[src/hdl/agu_pkg.sv]
`default_nettype none

package agu_pkg;

    // Table depth used when the top level is not given another value.
    localparam int DEFAULT_TABLE_ENTRIES = 64;

    // Result status codes.
    typedef logic [1:0] t_status;
    localparam t_status STATUS_NEW     = 2'd0;
    localparam t_status STATUS_UPDATED = 2'd1;
    localparam t_status STATUS_DROPPED = 2'd2;

    localparam logic [31:0] COUNT_MAX = 32'hFFFF_FFFF;
    localparam logic [63:0] SUM_MAX   = 64'hFFFF_FFFF_FFFF_FFFF;

    // One input item.
    typedef struct packed {
        logic [63:0] stack_key;
        logic [63:0] alloc_size;
        logic [63:0] block_address;
    } t_in_item;

    // One result item.
    typedef struct packed {
        t_status     status;
        logic [31:0] alloc_count;
        logic [63:0] size_sum;
        logic [63:0] size_peak;
        logic [63:0] peak_address;
    } t_out_item;

    // One table entry as held in the table memory.
    typedef struct packed {
        logic [63:0] key;
        logic [31:0] count;
        logic [63:0] sum;
        logic [63:0] peak;
        logic [63:0] peak_addr;
    } t_record;

    // Commands from the controller to the datapath.
    typedef struct packed {
        logic    load;    // capture the accepted input item
        logic    commit;  // write the table and load the result register
        t_status kind;    // outcome of the lookup
    } t_cmd;

    // Status from the datapath to the controller.
    typedef struct packed {
        logic key_match;  // registered table read holds the current key
        logic out_free;   // result register can take a new item this cycle
    } t_stat;

endpackage

`default_nettype wire

[src/hdl/agu_controller.sv]
`default_nettype none

module agu_controller #(
    parameter int TABLE_ENTRIES = agu_pkg::DEFAULT_TABLE_ENTRIES,
    parameter int IDX_W         = $clog2(TABLE_ENTRIES),
    parameter int FILL_W        = $clog2(TABLE_ENTRIES + 1)
) (
    input  wire logic                 i_clk,
    input  wire logic                 i_rst_n,
    input  wire logic                 i_in_valid,
    output logic                      o_in_ready,
    input  wire agu_pkg::t_stat       i_stat,
    output agu_pkg::t_cmd             o_cmd,
    output logic [IDX_W-1:0]          o_rd_addr,
    output logic [IDX_W-1:0]          o_wr_addr
);
    import agu_pkg::*;

    localparam logic [1:0] ST_IDLE   = 2'd0;
    localparam logic [1:0] ST_SCAN   = 2'd1;
    localparam logic [1:0] ST_COMMIT = 2'd2;

    localparam logic [FILL_W-1:0] FILL_FULL = FILL_W'(TABLE_ENTRIES);

    logic [1:0]        r_state, n_state;
    logic [IDX_W-1:0]  r_idx, n_idx;
    logic [FILL_W-1:0] r_fill, n_fill;
    t_status           r_kind, n_kind;
    logic              w_accept;
    logic              w_last;

    assign w_accept = i_in_valid && (r_state == ST_IDLE);
    // The entry now read back is the last filled one.
    assign w_last   = (FILL_W'(r_idx) + FILL_W'(1)) == r_fill;

    // Next-state logic; entries fill in order, so filled entries are 0 to fill-1.
    always_comb begin
        n_state    = r_state;
        n_idx      = r_idx;
        n_fill     = r_fill;
        n_kind     = r_kind;
        o_cmd      = '0;
        o_cmd.kind = r_kind;
        o_rd_addr  = r_idx;
        case (r_state)
            ST_IDLE: begin
                if (w_accept) begin
                    o_cmd.load = 1'b1;
                    n_idx      = '0;
                    o_rd_addr  = '0;
                    if (r_fill == '0) begin
                        n_kind  = STATUS_NEW;
                        n_state = ST_COMMIT;
                    end else begin
                        n_state = ST_SCAN;
                    end
                end
            end
            ST_SCAN: begin
                if (i_stat.key_match) begin
                    n_kind  = STATUS_UPDATED;
                    n_state = ST_COMMIT;
                end else if (w_last) begin
                    n_kind  = (r_fill == FILL_FULL) ? STATUS_DROPPED : STATUS_NEW;
                    n_state = ST_COMMIT;
                end else begin
                    n_idx     = r_idx + IDX_W'(1);
                    o_rd_addr = r_idx + IDX_W'(1);
                end
            end
            ST_COMMIT: begin
                if (i_stat.out_free) begin
                    o_cmd.commit = 1'b1;
                    n_state      = ST_IDLE;
                    if (r_kind == STATUS_NEW) begin
                        n_fill = r_fill + FILL_W'(1);
                    end
                end
            end
            default: begin
                n_state = ST_IDLE;
            end
        endcase
    end

    // Write address: the matching entry on a hit, the next free entry otherwise.
    assign o_wr_addr  = (r_kind == STATUS_UPDATED) ? r_idx : r_fill[IDX_W-1:0];
    assign o_in_ready = (r_state == ST_IDLE);

    // Control registers.
    always_ff @(posedge i_clk) begin
        if (!i_rst_n) begin
            r_state <= ST_IDLE;
            r_idx   <= '0;
            r_fill  <= '0;
            r_kind  <= STATUS_NEW;
        end else begin
            r_state <= n_state;
            r_idx   <= n_idx;
            r_fill  <= n_fill;
            r_kind  <= n_kind;
        end
    end

endmodule

`default_nettype wire

[config.mk]
export PLATFORM = sky130hd
export DESIGN_NAME = agu_controller
export DESIGN_NICKNAME = d
export VERILOG_FILES = /design/src/hdl/agu_pkg.sv /design/src/hdl/agu_controller.sv
export SDC_FILE = /design/constraint.sdc
export NUM_CORES = 1
export LEC_CHECK = 0
export ABC_AREA = 1
export BUFFER_PORTS_ARGS = -buffer_cell sky130_fd_sc_hd__clkbuf_2
export CORE_MARGIN = 5
export CORE_UTILIZATION = 50
export CTS_BUF_LIST = sky130_fd_sc_hd__clkbuf_8
export DETAILED_ROUTE_END_ITERATION = 6
export PLACE_DENSITY = 0.78
export SYNTH_ARGS = -nofsm -noshare
export SYNTH_HDL_FRONTEND = slang
export SYNTH_SLANG_ARGS = --single-unit
[constraint.sdc]
create_clock -name i_clk -period 5.3 [get_ports i_clk]
set_input_delay 1.06 -clock i_clk [delete_from_list [all_inputs] [get_ports i_clk]]
set_output_delay 1.06 -clock i_clk [all_outputs]
set_load 0.01 [all_outputs]
==> impl_metrics.env <==
export IMPL_outcome="finished clean"
export IMPL_drive_gt1_frac=0.198
export IMPL_synth_seq_area_share=0.296
export IMPL_slowest_stage="dfxtp_1"
export IMPL_dp_cells=216
export IMPL_final_core_util=0.596
export IMPL_place_congestion=0.833
export IMPL_post_drt_wl_per_cell_um=12.0
export IMPL_worst_path_buf_inv=2
export IMPL_postPlaceCellArea_um2=1270
export IMPL_period_share=0.593
export IMPL_cts_setup_buffers=0
export IMPL_synth_area_top_cells="dfxtp_1, nand2_1, a21oi_1"
export IMPL_clock_sinks=17
export IMPL_yosys_warnings=0
export IMPL_ant_nets=0
export IMPL_cp_cell_sequence="ha_1 -> inv_1 -> nand2_1 -> nand2_1 -> nand2_1 -> nor2_1 -> nand3_1 -> nor2_4 -> nand3_4 -> nand2_4 -> nand3_1 -> nand2_1 -> clkbuf_2"
export IMPL_tns_ps=0
export IMPL_crit_type="reg2out"
export IMPL_numCtsBuffers=3
export IMPL_cts_resized=0
export IMPL_num_vias=1162
export IMPL_yosysTopAreaCellShare=0.296
export IMPL_synth_top_family_by_area="simple AND/OR/NAND/NOR gates"
export IMPL_port_buffers=21
export IMPL_wl_mm=2.63
export IMPL_ios=22
export IMPL_worstHoldStart="r_kind[0]$_SDFFE_PN0P_"
export IMPL_r2r_end="r_kind[1]$_SDFFE_PN0P_"
export IMPL_die_height_um=57.9
export IMPL_path_delay_family="simple AND/OR/NAND/NOR gates"
export IMPL_rr_startpoint="r_idx[1]$_SDFF_PN0_"
export IMPL_dp_slack_ps=2280
export IMPL_synthSimpleGateAreaFrac=0.410
export IMPL_grt_pass1_vias=1121
export IMPL_synth_top_cell_by_area="dfxtp_1"
export IMPL_hold_viol_final=0
export IMPL_ir_drop_mv=0.180
export IMPL_clk_path_buf_depth=2
export IMPL_max_slew_worst_pin_slew_ps=374
export IMPL_design_area_um2=1320
export IMPL_hold_buffers=0
export IMPL_worstHoldPathCells=2
export IMPL_cp_slowest_stage_delay_ps=420
export IMPL_endpoint_kind="primary output"
export IMPL_startpoint_type="flip-flop"
export IMPL_crit_cells=13
export IMPL_synth_cell_type_count=29
export IMPL_cts_root_buf="clkbuf_8"
export IMPL_cts_max_level=1
export IMPL_grt_ovfl_total=0
export IMPL_diodes=0
export IMPL_rows=17
export IMPL_synthMuxAreaShare=0
export IMPL_hold_path_class="reg2reg"
export IMPL_dp_hpwl_mm=2.14
export IMPL_synthXorXnorAreaFrac=0.0196
export IMPL_worst_clock_skew_ps=1.82
export IMPL_worst_skew_pair_late_latency_ps=250
export IMPL_detailedRoute_firstPassIterationCount=4
export IMPL_cts_tree="built"
export IMPL_total_power_mw=0.327
export IMPL_syn_area_per_cell_um2=6.80
export IMPL_final_nets=201
export IMPL_worst_r2r_path_depth=13
export IMPL_syn2layout_area_growth_pct=14.8
export IMPL_synth_fa_ha_area_frac=0.0327
export IMPL_setup_violations=0
export IMPL_syn_area_um2=1150
export IMPL_cp_data_arrival_time_ps=2080
export IMPL_dieArea_um2=3360
export IMPL_synth_cells=169
export IMPL_synth_seq_cells=17
export IMPL_stdcell_count=220
export IMPL_fin_ws_ps=2160
export IMPL_drtIter0Drc=24
export IMPL_crit_path_frequent_cell="nand2_1"
export IMPL_clkTransAtPathRegs_ps=60
export IMPL_antenna_found_initial=0
export IMPL_total_leakage_power_nw=0.567
export IMPL_synth_compound_area_share=0.150
export IMPL_rsz0062_at_grt="false"
export IMPL_startpoint="r_idx[1]$_SDFF_PN0_"
export IMPL_cp_max_fo=8
export IMPL_hold_path_endpoint="r_kind[0]$_SDFFE_PN0P_"
export IMPL_fmax_mhz=318
export IMPL_drc=0
export IMPL_cellPowerDensity_nw_per_um2=248
export IMPL_rrSetupSlack_ps=3430
export IMPL_max_cap_viol_count=0
export IMPL_grt_pass1_wl_mm=4.55
export IMPL_via_per_inst=5.28
export IMPL_grt_max_degree=13
export IMPL_grt_usage=0.168
export IMPL_core_um2=2210
export IMPL_syn_nets=177
export IMPL_start_util=0.519
export IMPL_slew_viol_final=0
export IMPL_maxSlewHeadroom=0.748
export IMPL_timing_final_crit_period_ps=3140
export IMPL_whs_ps=541
export IMPL_die_w_um=57.9
export IMPL_crit_required_ps=4240
## worst min-delay path: cells and delay by family, from the launching register on
| kind | cells | cell delay [ps] |
|---|---|---|
| compound gates | 1 | 50 |
| simple gates | 1 | 90 |
| flops | 1 | 360 |
## layer usage
layer / global-route usage / share of wire
met1: 0.206 / 0.44
met2: 0.298 / 0.50
met3: 0.0200 / 0.056
met4: 0.0596 / 0.0053
met5: 0 / 0
## synthesized netlist by cell type, drive strengths merged
master / instances
o21ai: 12
a21oi: 18
nand4: 5
nor2: 15
clkinv: 1
dfxtp: 17
nand2: 44
xnor3: 1
nor3: 4
buf: 1
inv: 23
nand3: 18
or2: 1
clkbuf: 1
ha: 3
nand3b: 1
o31ai: 1
a211oi: 1
nor4: 2
## area by class of cell
class / count / area [µm²]
multi-input cells: 126 / 703
clock buffers: 3 / 41.3
flip-flops and latches: 17 / 340
inverters: 24 / 90.1
repair buffers: 21 / 105
fillers: 213 / 893
clock inverters: 1 / 3.75
well taps: 28 / 35.0
## power breakdown
| group | leakage [nW] | total, mW | internal, mW | switching, mW |
|---|---|---|---|---|
| clock network | 0.0269 | 0.0935 | 0.0513 | 0.0421 |
| registers | 0.138 | 0.146 | 0.135 | 0.0107 |
| logic | 0.402 | 0.0875 | 0.0309 | 0.0566 |
## cells by family (layout without fill, tap and decap cells)
group,Yosys count,in the layout
DFF,17,17
adders and majority gates,3,3
AOI/OAI and AO/OA,32,32
and+or+nand+nor,90,90
buffers and inverters,26,49
xor gates and xnor gates,1,1
## registers in the layout, summed over array words and instances (netlist names)
| signal | count |
|---|---|
| r_kind | 2 |
| r_idx | 6 |
| r_fill | 7 |
| r_state | 2 |
## how the worst max path moves through the flow
stage / end / slack, ps
after floorplan: o_rd_addr[0] / 2570
after global placement: o_rd_addr[0] / 2290
after detailed placement: o_rd_addr[0] / 2280
after CTS: o_rd_addr[0] / 2150
after global routing: o_rd_addr[0] / 1960
final: o_rd_addr[0] / 2160
## cells in the final DEF (no fill, tap or decap), types with 2 or more instances in the layout
| master | count |
|---|---|
| nand2_1 | 39 |
| inv_1 | 23 |
| clkbuf_2 | 21 |
| nand3_1 | 17 |
| a21oi_1 | 17 |
| dfxtp_1 | 17 |
| nor2_1 | 13 |
| o21ai_0 | 11 |
| nand4_1 | 5 |
| nand2_2 | 3 |
| ha_1 | 3 |
| clkbuf_8 | 3 |
| nor2_4 | 2 |
| nand2_4 | 2 |
| nor3_1 | 2 |
(Power assumes the default switching activity.)
